===== src/rtl/bale_pkg.sv =====
// ----------------------------------------------------------------------------
// bale_pkg
// Shared constants, operation codes and cell control types for the bounded
// array list engine.
// ----------------------------------------------------------------------------
`default_nettype none

package bale_pkg;

	localparam int CAPACITY  = 16;
	localparam int IDX_W     = (CAPACITY > 1) ? $clog2(CAPACITY) : 1;
	localparam int CNT_W     = $clog2(CAPACITY + 1);
	localparam int OP_W      = 4;
	localparam int DATA_W    = 8;
	localparam int POS_W     = 5;
	localparam int POS_CMP_W = (POS_W > CNT_W) ? POS_W : CNT_W;

	typedef logic [DATA_W-1:0] data_t;

	localparam logic [OP_W-1:0] OP_INS_FIRST  = 4'd0;
	localparam logic [OP_W-1:0] OP_INS_LAST   = 4'd1;
	localparam logic [OP_W-1:0] OP_INS_POS    = 4'd2;
	localparam logic [OP_W-1:0] OP_INS_SORTED = 4'd3;
	localparam logic [OP_W-1:0] OP_INS_UNIQUE = 4'd4;
	localparam logic [OP_W-1:0] OP_DEL_FIRST  = 4'd5;
	localparam logic [OP_W-1:0] OP_DEL_LAST   = 4'd6;
	localparam logic [OP_W-1:0] OP_DEL_ELEM   = 4'd7;
	localparam logic [OP_W-1:0] OP_DEL_ALL    = 4'd8;
	localparam logic [OP_W-1:0] OP_LOCATE     = 4'd9;
	localparam logic [OP_W-1:0] OP_CLEAR      = 4'd10;

	// cell update modes
	localparam logic [1:0] CM_HOLD   = 2'd0;
	localparam logic [1:0] CM_INSERT = 2'd1;
	localparam logic [1:0] CM_DELETE = 2'd2;

	// broadcast from the controller to every cell
	typedef struct packed {
		logic [1:0]       mode;
		logic [CNT_W-1:0] target;
		logic [CNT_W-1:0] count;
		data_t            value;
	} cell_ctl_t;

	// running scan handed from cell to cell
	typedef struct packed {
		logic seen_eq;
		logic seen_le;
	} scan_t;

	// per-cell report back to the controller
	typedef struct packed {
		logic first_eq;
		logic first_le;
		logic slot_dup;
	} hit_t;

endpackage

`default_nettype wire


===== src/rtl/bale_cell.sv =====
// ----------------------------------------------------------------------------
// bale_cell
// One list slot: holds a byte, compares it against the broadcast value,
// extends the first-match scan and shifts from a neighbor on insert/delete.
// ----------------------------------------------------------------------------
`default_nettype none

module bale_cell import bale_pkg::*; (
	input  logic             clk,
	input  logic [IDX_W-1:0] cell_idx,
	input  cell_ctl_t        ctl,
	input  data_t            left_entry,
	input  data_t            right_entry,
	input  scan_t            scan_in,
	output scan_t            scan_out,
	output hit_t             hit,
	output data_t            entry
);

	data_t            entry_q;
	logic [CNT_W-1:0] cell_pos;
	logic             occupied;
	logic             eq;
	logic             le;

	assign cell_pos = CNT_W'(cell_idx);
	assign occupied = cell_pos < ctl.count;
	assign eq       = occupied && (entry_q == ctl.value);
	assign le       = occupied && (ctl.value <= entry_q);

	assign hit.first_eq = eq & ~scan_in.seen_eq;
	assign hit.first_le = le & ~scan_in.seen_le;
	assign hit.slot_dup = le & ~scan_in.seen_le & eq;

	assign scan_out.seen_eq = scan_in.seen_eq | eq;
	assign scan_out.seen_le = scan_in.seen_le | le;

	assign entry = entry_q;

	always_ff @(posedge clk) begin
		case (ctl.mode)
			CM_INSERT: begin
				if (cell_pos == ctl.target) begin
					entry_q <= ctl.value;
				end else if (cell_pos > ctl.target) begin
					entry_q <= left_entry;
				end
			end
			CM_DELETE: begin
				if (cell_pos >= ctl.target) begin
					entry_q <= right_entry;
				end
			end
			default: begin
			end
		endcase
	end

endmodule

`default_nettype wire


===== config.mk =====
export PLATFORM = sky130hd
export DESIGN_NAME = bale_cell
export DESIGN_NICKNAME = d
export VERILOG_FILES = /design/src/rtl/bale_pkg.sv /design/src/rtl/bale_cell.sv
export SDC_FILE = /design/constraint.sdc
export NUM_CORES = 1
export LEC_CHECK = 0
export ABC_AREA = 0
export BUFFER_PORTS_ARGS = -buffer_cell sky130_fd_sc_hd__buf_2
export CORE_MARGIN = 4
export CORE_UTILIZATION = 38
export CTS_CLUSTER_SIZE = 28
export DETAILED_ROUTE_END_ITERATION = 12
export GPL_ROUTABILITY_DRIVEN = 0
export GPL_TIMING_DRIVEN = 0
export PLACE_DENSITY = 0.76
export SLEW_MARGIN = 15
export SYNTH_ARGS = -nofsm -noshare
export SYNTH_HDL_FRONTEND = slang
export SYNTH_SLANG_ARGS = --single-unit

===== constraint.sdc =====
create_clock -name clk -period 1.35 [get_ports clk]
set_input_delay 0.0675 -clock clk [delete_from_list [all_inputs] [get_ports clk]]
set_output_delay 0.0675 -clock clk [all_outputs]
set_load 0.01 [all_outputs]

======== Word level (Yosys, flattened, before mapping) ========
Cells that the tools add are included.
word-level totals
  flip-flop bits (word level) ............. 8
  bits in latches ......................... 0
  memory bits (writable) .................. 0
  ROM bits ................................ 0
  input bits .............................. 43
  output and inout port bits .............. 13
  word-level logic and storage cells ...... 26
  memories kept ........................... 0
cells by class
  add/sub/neg operators ................... 0
  $mul .................................... 0
  divide/modulo/power cells ............... 0
  magnitude comparators ................... 4
  equality and inequality tests ........... 6
  shift operators ......................... 0
  muxes and demuxes ....................... 4
  bitwise logic cells ..................... 7
  reductions and logical operators ........ 4
operators with widths
  operator                                       number
  two-way mux 8 bit                              3
  one-hot mux 8 bit (2 select lines)             1
  == test 8 bit                                  1
  less-or-equal comparator 8 bit                 1
  == test 4 x 5 -> 1 bit                         1
  greater-or-equal comparator 4 x 5 -> 1 bit     1
  > comparator 4 x 5 -> 1 bit                    1
  less-than comparator 4 x 5 -> 1 bit            1
  bitwise AND 1 bit                              3
  != test 3 bit, second input constant           1
  AND reduction 3 bit                            1
  == test 2 x 1 -> 1 bit, second input constant  1
  == test 2 bit, second input constant           1
  logical AND 1 bit                              2
  != test 2 bit, second input constant           1
  inverter 1 bit                                 2
  OR 1 bit                                       2
  nonzero test 2 bit                             1

======== Depth between registers and ports, before layout ========
  depth in word-level cells ............... 4
  mapped depth ............................ 7

======== Least setup slack after synthesis ========
OpenSTA, ideal clock, no wires.
  path kind ............................... flip-flop to output port
  from .................................... register entry_q[7] (netlist: entry[7])
  to ...................................... output hit[1] (netlist bit)
  data arrival time ....................... 1.457 ns
  data required time ...................... 1.283 ns
  path slack .............................. -0.174 ns
  cell stages (with the launch flop) ...... 7
  cells stage by stage .................... edfxtp_1 -> inv_1 -> ha_1 -> a21oi_1 -> o21a_1 -> o211ai_1 -> o31ai_1
RTL lines
  what                    RTL line         text
  start, declared         bale_cell.sv:20  data_t entry_q;
  start signal, assigned  bale_cell.sv:44  entry_q <= ctl.value;
  start signal, assigned  bale_cell.sv:46  entry_q <= left_entry;
  start signal, assigned  bale_cell.sv:51  entry_q <= right_entry;
  end, declared           bale_cell.sv:16  output hit_t hit,

==> summary.md <==
| Metric | Value |
|---|---|
| Max Root-Sink Buffers | 2 |
| Sw Ratio | around a third |
| # diodes | 0 |
| Clock Power Share | 19.5% |
| Status | finished, violations left |
| FMAX | 0.5495 GHz |
| Post-DP HPWL | between 2 and 2.5 mm |
| Slowest cell on crit path | edfxtp_1 |
| Final Critical Period | around 1.8 ns |
| Highest routing layer actually used | met4 |
| Worst path max stage delay | around 0.43 ns |
| WS Path Type | reg -> out |
| Vias in the first global route | 1,038 |
| CTS H-tree depth | 1 |
| Data required time of the worst path | 1.28 ns |
| Drt wl/cell | approximately 14 µm |
| Fill count | ~220 |
| Routed via count | 995 |
| Max-cap check violation count | 0 |
| RSZ-0062 raised after global routing | yes |
| Psw | about 350 µW |
| CTS sink cnt | 8 |
| Largest net degree at the start of global routing | 11 |
| Fin nets | 226 |
| Max VDD drop | 494.2 µV |
| Share of flip-flops with an asynchronous set or reset | 0% |
| Top delay family on crit path | compound AO/OA/AOI/OAI gates |
| Share of cells above drive strength 1 | 48.17% |
| Worst slew pin tran | 0.4705 ns |
| Drt first pass iters | 4 |
| CTS tree | done |
| DRC | 0 |
| Ys flop type | edfxtp_1 |
| DR WL met3 | ~160 µm |
| Fin crit share | 134.8% |
| Width of the die | 56.45 µm |
| Port Buf Inserts | 55 |
| CP Cell Sequence | inv_2, ha_4, nor2b_4, o211ai_1, a21oi_2, o31ai_2, buf_2 |
| Startpoint types | flip-flop |
| Number of core rows | 17 |
| Total track usage | 17.06% |
| Sequential Power Share | 34.1% |
| Iteration-0 DRC count of the detailed router | 19 |
| Int Pwr | 661.1 µW |
| Area of the mapped netlist | 892.1 µm² |
| Slew headroom | 68.60% |
| Root Driver | clkbuf_4 |
| P per Cell Area | 755.2 nW/µm² |
| Met1 WL | 1.036 mm |
| Total power | 1.010 mW |
| Remaining global-route overflow | 0 |
| Die area | 3187 µm² |
| Critical path endpoint category | output pin |
| Synth warnings | 0 |
| Antenna violation net count after detailed routing | 0 |
| Final worst slack | -0.4698 ns |
| Layout area overhead | 49.93% |
| Core area | about 2200 µm² |
| Syn avg cell area | 8.833 µm² |
| Initial antenna violation count | 0 |
| Register area share after synthesis | a little over a quarter |
| Final Hold Viols | 0 |
| FF+latch count, synth | 8 |
| Net Count, Synth | 161 |
| Chip height | around 56 µm |
| Total Wirelength | 2.678 mm |
| TritonCTS Buffers | 3 |
| Hold WC Path Type | in -> reg |
| I/O pins | 56 |
| Max reg flops | 8 |
| Worst Path Max Fanout | 2 |
| Final setup violating endpoints | 5 |
| Cells after synthesis | 101 |
| Initial Util | 39.94% |
| CTS clk-pin slew, worst paths | roughly 0.060 ns |
| Buffers & Inverters on Critical Path | 2 |
| Pre-CTS WS | -0.3623 ns |
| Distinct cells, synth | 23 |
| Post-synth EDFFs | 8 |
| First-pass GRT wire length | 4.278 mm |
| Comb pwr share | 46.5% |
| Slew Limit Fails | 0 |
| Leakage power | a little under 0.7 nW |
| Via-per-instance ratio | 5.182 |
| Met2 wire len | about 1.4 mm |
| Worst EP arrival | 1.75 ns |
| Failing checks | negative setup slack |
-- power groups by stage --
stage / registers [mW] / clock network [mW] / logic, mW
3_5_place_dp: 0.346 / 0 / 0.386
5_1_grt: 0.347 / 0.220 / 0.525
6_report: 0.344 / 0.197 / 0.469
4_1_cts: 0.340 / 0.201 / 0.445
2_1_floorplan: 0.364 / 0 / 0.201
3_3_place_gp: 0.344 / 0 / 0.366
-- through the flow --
step                      instances  area [µm²]  utilization (%)  hold slack (ns)  setup TNS (ns)
after floorplan                 101       909.6                -           0.1825         -0.1642
final                           192        1338            59.89          0.08711          -1.976
after detailed placement        184        1220            54.62           0.3575          -4.711
after global placement          184        1220            54.62           0.3516          -3.575
after CTS                       191        1323            59.22          0.08450          -1.768
after global routing            192        1338            59.89           0.1147          -2.442
-- final timing paths --
| kind | startpoint | endpoint | slack (ns) | cells past startpoint |
|---|---|---|---|---|
| worst max-delay path | entry[1]$_DFFE_PP_ | hit[1] | -0.47 | 7 |
| worst min-delay path | right_entry[6] | entry[6]$_DFFE_PP_ | 0.09 | 3 |
-- placed cells by master, fill, tap and decap left out, drive strengths merged --
master	Yosys	routed
buf	1	61
inv	19	19
ha	17	17
nand2	9	9
mux2i	8	8
o21ai	8	8
edfxtp	8	8
a21oi	8	8
o211ai	4	4
clkbuf	1	4
nand2b	3	3
nor2	3	3
nand4	2	2
and3b	1	1
and3	1	1
nand3b	1	1
or2	1	1
o21a	1	1
nor2b	1	1
a21o	1	1
o22ai	1	1
o2111ai	1	1
o31ai	1	1
-- logic make-up after synthesis --
group           share of synthesized area [%]
compound gates                          16.55
simple gates                            13.04
buf+inv                                 10.66
fa+ha+maj                               23.84
mux                                     8.977
flops                                   26.93
-- layout make-up --
class / instances / area [µm²] / share of cell area, %
buffer: 2 / 23.77 / 1.777
tap: 28 / 35.03 / 2.619
inverter: 19 / 71.32 / 5.332
multi-input combinational: 72 / 631.9 / 47.24
clock buffer: 3 / 22.52 / 1.684
sequential: 8 / 240.2 / 17.96
timing repair buffer: 60 / 312.8 / 23.39
-- synthesized netlist by cell type, types with 2 or more instances --
| cell type | number | share of area (%) |
|---|---|---|
| o21ai_1 | 8 | 4.5 |
| ha_1 | 17 | 24 |
| o211ai_1 | 4 | 3.4 |
| a21oi_1 | 8 | 4.5 |
| inv_1 | 19 | 8.0 |
| nand4_1 | 2 | 1.4 |
| edfxtp_1 | 8 | 27 |
| nand2_1 | 9 | 3.8 |
| mux2i_1 | 8 | 9.0 |
| nor2_1 | 3 | 1.3 |
| nand2b_1 | 3 | 2.1 |
-- metal layers --
| layer | GRT usage [%] | vias to the layer above |
|---|---|---|
| met4 | 7.458 | 0 |
| met1 | 19.08 | 458 |
| li1 | - | 487 |
| met3 | 2.989 | 9 |
| met5 | 0 | - |
| met2 | 31.02 | 41 |
-- timing repair --
item                                    4_1_cts  5_1_grt
setup buffers                                 4        1
endpoints found under the setup margin       13        5
resized for setup                             9        2
hold buffers                                  0        0
pin swaps                                    10        3
Note: power is estimated with default switching activity, not from simulation.
